[src/hdl/ttlkt_pkg.sv]
// Shared types and constants for the keyed lifetime table.
package ttlkt_pkg;

	localparam int ENTRIES      = 16;
	localparam int KEY_BITS     = 16;
	localparam int LIFE_BITS    = 32;
	localparam int PAYLOAD_BITS = 32;

	localparam logic [LIFE_BITS-1:0] LIFE_PERMANENT = '1;

	localparam logic [1:0] ACT_TICK   = 2'd0;
	localparam logic [1:0] ACT_QUERY  = 2'd1;
	localparam logic [1:0] ACT_INSERT = 2'd2;
	localparam logic [1:0] ACT_REMOVE = 2'd3;

	localparam logic STATUS_DONE = 1'b0;
	localparam logic STATUS_FULL = 1'b1;

	typedef enum logic [2:0] {
		OP_TICK   = 3'd0,
		OP_QUERY  = 3'd1,
		OP_INSERT = 3'd2,
		OP_REMOVE = 3'd3,
		OP_FILL   = 3'd4
	} op_t;

	// Request travelling down the row of slots, one slot per cycle.
	// On a scan, free_seen collects whether any slot was empty;
	// on a fill, free_seen marks the request as not yet claimed.
	typedef struct packed {
		logic                    valid;
		op_t                     op;
		logic [KEY_BITS-1:0]     key;
		logic [LIFE_BITS-1:0]    life;
		logic [PAYLOAD_BITS-1:0] data;
		logic                    found;
		logic [PAYLOAD_BITS-1:0] payload;
		logic                    free_seen;
	} tok_t;

endpackage

[src/hdl/ttlkt_cell.sv]
// One table slot: holds key, lifetime and payload, and acts on the passing request.
module ttlkt_cell (
	input  logic            clk,
	input  logic            arst_n,
	input  ttlkt_pkg::tok_t tok_in,
	output ttlkt_pkg::tok_t tok_out
);

	logic                               valid_q;
	logic [ttlkt_pkg::KEY_BITS-1:0]     key_q;
	logic [ttlkt_pkg::LIFE_BITS-1:0]    life_q;
	logic [ttlkt_pkg::PAYLOAD_BITS-1:0] payload_q;
	ttlkt_pkg::tok_t                    tok_q;

	ttlkt_pkg::tok_t                    tok_d;
	logic                               valid_d;
	logic                               write_en;
	logic                               hit;

	assign hit = tok_in.valid && valid_q && (key_q == tok_in.key);

	always_comb begin
		tok_d    = tok_in;
		valid_d  = valid_q;
		write_en = 1'b0;
		if (tok_in.valid) begin
			unique case (tok_in.op)
				ttlkt_pkg::OP_TICK: begin
					if (valid_q && (life_q != ttlkt_pkg::LIFE_PERMANENT)
							&& (life_q[ttlkt_pkg::LIFE_BITS-1:1] == '0)) begin
						valid_d = 1'b0;
					end
				end
				ttlkt_pkg::OP_QUERY: begin
					if (hit) begin
						tok_d.found   = 1'b1;
						tok_d.payload = payload_q;
					end
				end
				ttlkt_pkg::OP_INSERT: begin
					if (!valid_q) begin
						tok_d.free_seen = 1'b1;
					end
					if (hit) begin
						tok_d.found = 1'b1;
						if (tok_in.life == '0) begin
							valid_d = 1'b0;
						end else begin
							write_en = 1'b1;
						end
					end
				end
				ttlkt_pkg::OP_REMOVE: begin
					if (hit) begin
						tok_d.found = 1'b1;
						valid_d     = 1'b0;
					end
				end
				ttlkt_pkg::OP_FILL: begin
					// first empty slot claims the new key
					if (!valid_q && tok_in.free_seen) begin
						tok_d.free_seen = 1'b0;
						valid_d         = 1'b1;
						write_en        = 1'b1;
					end
				end
				default: begin
					tok_d = tok_in;
				end
			endcase
		end
	end

	always_ff @(posedge clk or negedge arst_n) begin
		if (!arst_n) begin
			valid_q <= 1'b0;
			tok_q   <= '0;
		end else begin
			valid_q <= valid_d;
			tok_q   <= tok_d;
		end
	end

	always_ff @(posedge clk) begin
		if (write_en) begin
			key_q     <= tok_in.key;
			life_q    <= tok_in.life;
			payload_q <= tok_in.data;
		end else if (tok_in.valid && (tok_in.op == ttlkt_pkg::OP_TICK) && valid_q
				&& (life_q != ttlkt_pkg::LIFE_PERMANENT)) begin
			life_q <= life_q - ttlkt_pkg::LIFE_BITS'(1);
		end
	end

	assign tok_out = tok_q;

endmodule

[src/hdl/ttl_keyed_table_core.sv]
// Top level of the keyed lifetime table: request injection, row of slots, result register.
//
// Usage: one request enters on in_valid/in_ready (action, entry_key, lifetime,
// payload_in) and one result leaves on out_valid/out_ready (found, payload_out,
// status). A transfer happens on an edge where valid and ready are both high.
// A request walks the row of ENTRIES slot cells, one cell per cycle; each cell
// ages, matches, updates or frees its own entry as the request passes.
// Tick, query, remove and update of a present key need one walk of the row to
// reach out_valid. Insert of a new key needs a second walk that places it in
// the lowest free slot. One request is in the row at a time and the next is
// taken the cycle after its result is loaded.
// in_ready is high only while idle. A finished result is loaded into the
// output register once that is free; while an earlier result still waits on
// out_ready the finished one stays parked and the input stalls. The output
// payload holds while out_valid is high and out_ready is low.
// Reset empties the table at once; no clearing pass is needed.
module ttl_keyed_table_core (
	input  logic                               clk,
	input  logic                               arst_n,
	input  logic                               in_valid,
	output logic                               in_ready,
	input  logic [1:0]                         action,
	input  logic [ttlkt_pkg::KEY_BITS-1:0]     entry_key,
	input  logic [ttlkt_pkg::LIFE_BITS-1:0]    lifetime,
	input  logic [ttlkt_pkg::PAYLOAD_BITS-1:0] payload_in,
	output logic                               out_valid,
	input  logic                               out_ready,
	output logic                               found,
	output logic [ttlkt_pkg::PAYLOAD_BITS-1:0] payload_out,
	output logic                               status
);

	typedef enum logic [3:0] {
		ST_IDLE = 4'b0001,
		ST_SCAN = 4'b0010,
		ST_FILL = 4'b0100,
		ST_HOLD = 4'b1000
	} state_t;

	state_t                             state_q;
	ttlkt_pkg::tok_t                    chain [ttlkt_pkg::ENTRIES+1];
	ttlkt_pkg::tok_t                    tok_new;
	ttlkt_pkg::tok_t                    tok_last;
	ttlkt_pkg::op_t                     op_new;
	logic                               res_found_q;
	logic                               res_status_q;
	logic [ttlkt_pkg::PAYLOAD_BITS-1:0] res_payload_q;
	logic                               out_valid_q;
	logic                               found_q;
	logic                               status_q;
	logic [ttlkt_pkg::PAYLOAD_BITS-1:0] payload_q;
	logic                               in_xfer;
	logic                               need_fill;
	logic                               out_free;

	assign in_ready = (state_q == ST_IDLE);
	assign in_xfer  = in_valid && in_ready;
	assign tok_last = chain[ttlkt_pkg::ENTRIES];
	assign out_free = !out_valid_q || out_ready;
	assign need_fill = (tok_last.op == ttlkt_pkg::OP_INSERT) && !tok_last.found
		&& (tok_last.life != '0);

	always_comb begin
		unique case (action)
			ttlkt_pkg::ACT_TICK:   op_new = ttlkt_pkg::OP_TICK;
			ttlkt_pkg::ACT_QUERY:  op_new = ttlkt_pkg::OP_QUERY;
			ttlkt_pkg::ACT_INSERT: op_new = ttlkt_pkg::OP_INSERT;
			ttlkt_pkg::ACT_REMOVE: op_new = ttlkt_pkg::OP_REMOVE;
			default:               op_new = ttlkt_pkg::OP_TICK;
		endcase
	end

	// inject a fresh request, or send the new key back down to be placed
	always_comb begin
		tok_new = '0;
		if (in_xfer) begin
			tok_new.valid = 1'b1;
			tok_new.op    = op_new;
			tok_new.key   = entry_key;
			tok_new.life  = lifetime;
			tok_new.data  = payload_in;
		end else if ((state_q == ST_SCAN) && tok_last.valid && need_fill
				&& tok_last.free_seen) begin
			tok_new.valid     = 1'b1;
			tok_new.op        = ttlkt_pkg::OP_FILL;
			tok_new.key       = tok_last.key;
			tok_new.life      = tok_last.life;
			tok_new.data      = tok_last.data;
			tok_new.free_seen = 1'b1;
		end
	end

	assign chain[0] = tok_new;

	for (genvar i = 0; i < ttlkt_pkg::ENTRIES; i++) begin : g_cell
		ttlkt_cell u_cell (
			.clk     (clk),
			.arst_n  (arst_n),
			.tok_in  (chain[i]),
			.tok_out (chain[i+1])
		);
	end

	always_ff @(posedge clk or negedge arst_n) begin
		if (!arst_n) begin
			state_q     <= ST_IDLE;
			out_valid_q <= 1'b0;
		end else begin
			unique case (state_q)
				ST_IDLE: begin
					if (in_xfer) begin
						state_q <= ST_SCAN;
					end
				end
				ST_SCAN: begin
					if (tok_last.valid) begin
						if (need_fill && tok_last.free_seen) begin
							state_q <= ST_FILL;
						end else begin
							state_q <= ST_HOLD;
						end
					end
				end
				ST_FILL: begin
					if (tok_last.valid) begin
						state_q <= ST_HOLD;
					end
				end
				ST_HOLD: begin
					if (out_free) begin
						state_q <= ST_IDLE;
					end
				end
				default: begin
					state_q <= ST_IDLE;
				end
			endcase
			if ((state_q == ST_HOLD) && out_free) begin
				out_valid_q <= 1'b1;
			end else if (out_ready) begin
				out_valid_q <= 1'b0;
			end
		end
	end

	always_ff @(posedge clk) begin
		if (((state_q == ST_SCAN) || (state_q == ST_FILL)) && tok_last.valid) begin
			res_found_q   <= tok_last.found;
			res_payload_q <= tok_last.payload;
			if ((state_q == ST_SCAN) && need_fill && !tok_last.free_seen) begin
				res_status_q <= ttlkt_pkg::STATUS_FULL;
			end else begin
				res_status_q <= ttlkt_pkg::STATUS_DONE;
			end
		end
		if ((state_q == ST_HOLD) && out_free) begin
			found_q   <= res_found_q;
			payload_q <= res_payload_q;
			status_q  <= res_status_q;
		end
	end

	assign out_valid   = out_valid_q;
	assign found       = found_q;
	assign payload_out = payload_q;
	assign status      = status_q;

endmodule
[config.mk]
export PLATFORM = sky130hd
export DESIGN_NAME = ttl_keyed_table_core
export DESIGN_NICKNAME = d
export VERILOG_FILES = /design/src/hdl/ttlkt_pkg.sv /design/src/hdl/ttlkt_cell.sv /design/src/hdl/ttl_keyed_table_core.sv
export SDC_FILE = /design/constraint.sdc
export NUM_CORES = 2
export LEC_CHECK = 0
export BUFFER_PORTS_ARGS = -buffer_cell sky130_fd_sc_hd__buf_2
export CAP_MARGIN = 25
export CELL_PAD_IN_SITES_DETAIL_PLACEMENT = 1
export CELL_PAD_IN_SITES_GLOBAL_PLACEMENT = 1
export CORE_UTILIZATION = 58
export DETAILED_ROUTE_END_ITERATION = 6
export PLACE_DENSITY_LB_ADDON = 0.1
export SLEW_MARGIN = 0
export SYNTH_ARGS = -nofsm -noshare
export SYNTH_HDL_FRONTEND = slang
export SYNTH_HIERARCHICAL = 1
export SYNTH_SLANG_ARGS = --single-unit
[constraint.sdc]
create_clock -name clk -period 7 [get_ports clk]
set_clock_uncertainty 0.1 [all_clocks]
set_input_delay 0.7 -clock clk [delete_from_list [all_inputs] [get_ports clk]]
set_output_delay 0.7 -clock clk [all_outputs]
set_load 0.02 [all_outputs]
==> reports/qor.csv <==
metric,value,unit
port_buffers,121,
cp.arrival,6040,ps
tightest_slew,1070,ps
maxCapViolCount,0,
nFillCells,17210,
cp-end-kind,register,
startpoint,g_cell[15].u_cell/tok_out[114]$_DFF_PN0_,
synth_edf_count,1348,
cts_tree,built,
htree_levels,5,
irDropWorstVdd,0.340,mV
worstHoldPathCells,2,
area.growth.synth_to_final,13.3,%
syn_inst,7110,
clkSinkCount,3257,
min_period,5540,ps
yosysWarnings,6,
synth-seq-cells,3257,
grt_pass1_wl,485000,um
numCtsBuffers,335,
detail-route-antenna-nets,0,
synthTopCellsByCount,"dfrtp_1 (1908), edfxtp_1 (1348), mux2_2 (719)",
drt-pass1-iter-count,5,
drive_above_1_share,21.7,%
finalHoldViolCount,0,
drt_first_iter_violations,5856,
tns,0,ps
slew_headroom,28.0,%
routed_wl,328000,um
leakage,54.9,nW
crit_path_start_kind,register,
setup_viol,0,
status,"complete, no violations",
critical_path_class,reg2reg,
r2r_cells,12,
core,0.205,sq mm
slew_viol_final,0,
grtUsageTotal,31.8,%
critPathMaxFanout,58,
rows,166,
gr-total-overflow,0,
crit_required,7500,ps
synth-main-ff-cell,dfrtp_1,
synth_top_area_share,39.8,%
finalCritPeriodShare,79.2,%
async_flop_share,58.6,%
yosysMostFrequentCell,dfrtp_1,
crit_end,g_cell[0].u_cell/payload_q[27]$_DFFE_PP_,
wire_per_inst,31.0,um
synth_cell_types,82,
clock_path_buffers,4,
place.gp.congestion,0.904,
avgSynthCellArea,16.9,sq um
yosysSeqAreaShare,73.6,%
drc,0,
antenna_found_initial,28,
grt_pass1_vias,70957,
synth_area_leaders,"dfrtp_1 (40%), edfxtp_1 (34%), mux2_2 (6.8%)",
path_clk_slew,70,ps
r2r-end,g_cell[0].u_cell/payload_q[27]$_DFFE_PP_,
min_path_type,in2reg,
rsz0062_at_grt,false,
start_util,58.5,%
viasPerCell,6.15,
dieArea,0.209,sq mm
final_util,66.2,%
power_per_cell_area,367,mW/mm^2
grt_max_degree,183,
fin_nets,7722,
dieHeight,457,um
pin_count,122,
max_freq,0.180,GHz
clk_latency,990,ps
root_buffer,clkbuf_16,
die_w,457,um
timing.rr.start,g_cell[15].u_cell/tok_out[114]$_DFF_PN0_,
rrSetupSlack,1460,ps
synth_top_area_cell,dfrtp_1,
vias,65021,
syn_area,0.120,sq mm
hpwl,199000,um
state kept, by name (all words and copies together) (netlist names):
| name | flops |
|---|---|
| found | 1 |
| g_cell.u_cell/key_q | 256 |
| g_cell.u_cell/life_q | 512 |
| g_cell.u_cell/payload_q | 512 |
| g_cell.u_cell/tok_out | 1888 |
| g_cell.u_cell/valid_q | 16 |
| out_valid | 1 |
| payload_out | 32 |
| res_found_q | 1 |
| res_payload_q | 32 |
| res_status_q | 1 |
| state_q | 4 |
| status | 1 |
layout make-up:
cell class	instances	area (sq um)	area share (%)
Tap cell	2688	3360	2.48
Clock buffer	469	9660	7.11
Timing Repair Buffer	265	1970	1.45
Inverter	120	455	0.335
Clock inverter	131	1310	0.966
Sequential cell	3257	88300	65.0
Multi-Input combinational cell	3625	30800	22.6
Antenna cell	15	37.5	0.0276
stage by stage:
stage	worst slack [ps]	instance area, sq um	total power, mW	instances	hold slack, ps
after floorplan	2340	120000	28.7	7142	249
after global placement	1560	124000	31.2	9907	252
final	1460	136000	49.8	10570	45.3
after detailed placement	1490	124000	31.7	9912	257
after global routing	1210	136000	51.4	10561	13.9
after CTS	1490	136000	50.0	10552	0.177
cells by family after synthesis:
group	share of synthesized area, %
AOI/OAI and AO/OA	1.82
xor gates and xnor gates	5.25
adders and majority gates	0.334
buffers and inverters	1.04
DFF	73.6
muxes	9.70
other	0.00313
and+or+nand+nor	8.25
power breakdown:
part,internal (mW),switching (mW)
logic,2.13,2.76
clock network,10.5,7.59
registers,23.4,3.49
total,36.0,13.8
repair_timing:
item / in CTS / in global routing
endpoints found under the hold margin: 142 / 0
endpoints found under the setup margin: 0 / 0
hold buffers: 40 / 0
buffers inserted: 0 / 0
gates resized for setup: 0 / 0
metal layers:
layer	global-route usage, %	vias to the layer above	routed length, um
met2	50.3	2257	156000
met5	0	-	27
li1	-	27227	-
met1	45.5	35004	141000
met4	10.3	4	10900
met3	5.30	529	19200
layout by cell type (no fill, tap or decap), types with 80 or more instances in the layout:
cell type,synthesis,routed
dfrtp_1,1908,1908
edfxtp_1,1348,1348
mux2_2,719,719
xnor2_1,396,396
clkbuf_16,0,347
xor2_1,322,322
mux2_1,259,259
nor4_1,241,239
nor2_1,238,238
nand4_1,223,223
nand2_1,176,176
nor3_1,132,123
buf_2,93,123
inv_1,115,104
nand3_1,94,89
buf_4,1,89
a22o_1,80,80
how the worst min path moves through the flow:
stage	start	end	slack (ps)
6_report	entry_key[7]	g_cell[0].u_cell/tok_out[105]$_DFF_PN0_	50
5_1_grt	entry_key[7]	g_cell[0].u_cell/tok_out[105]$_DFF_PN0_	10
4_1_cts	entry_key[7]	g_cell[0].u_cell/tok_out[105]$_DFF_PN0_	0.2
3_5_place_dp	g_cell[3].u_cell/tok_out[63]$_DFF_PN0_	g_cell[4].u_cell/tok_out[63]$_DFF_PN0_	260
3_3_place_gp	g_cell[0].u_cell/tok_out[42]$_DFF_PN0_	g_cell[1].u_cell/tok_out[42]$_DFF_PN0_	250
2_1_floorplan	g_cell[9].u_cell/tok_out[34]$_DFF_PN0_	g_cell[10].u_cell/tok_out[34]$_DFF_PN0_	250
critical path, stage by stage, from the launching register on:
cell	delay, ps
dfrtp_1	360
nor4b_1	500
and4_1	260
buf_4	360
o21a_4	740
a22o_1	360
xnor2_1	150
nand4_1	210
nor4_2	490
a31oi_4	130
buf_4	310
inv_2	470
buf_4	590
Note: power is estimated with default switching activity, not from simulation.
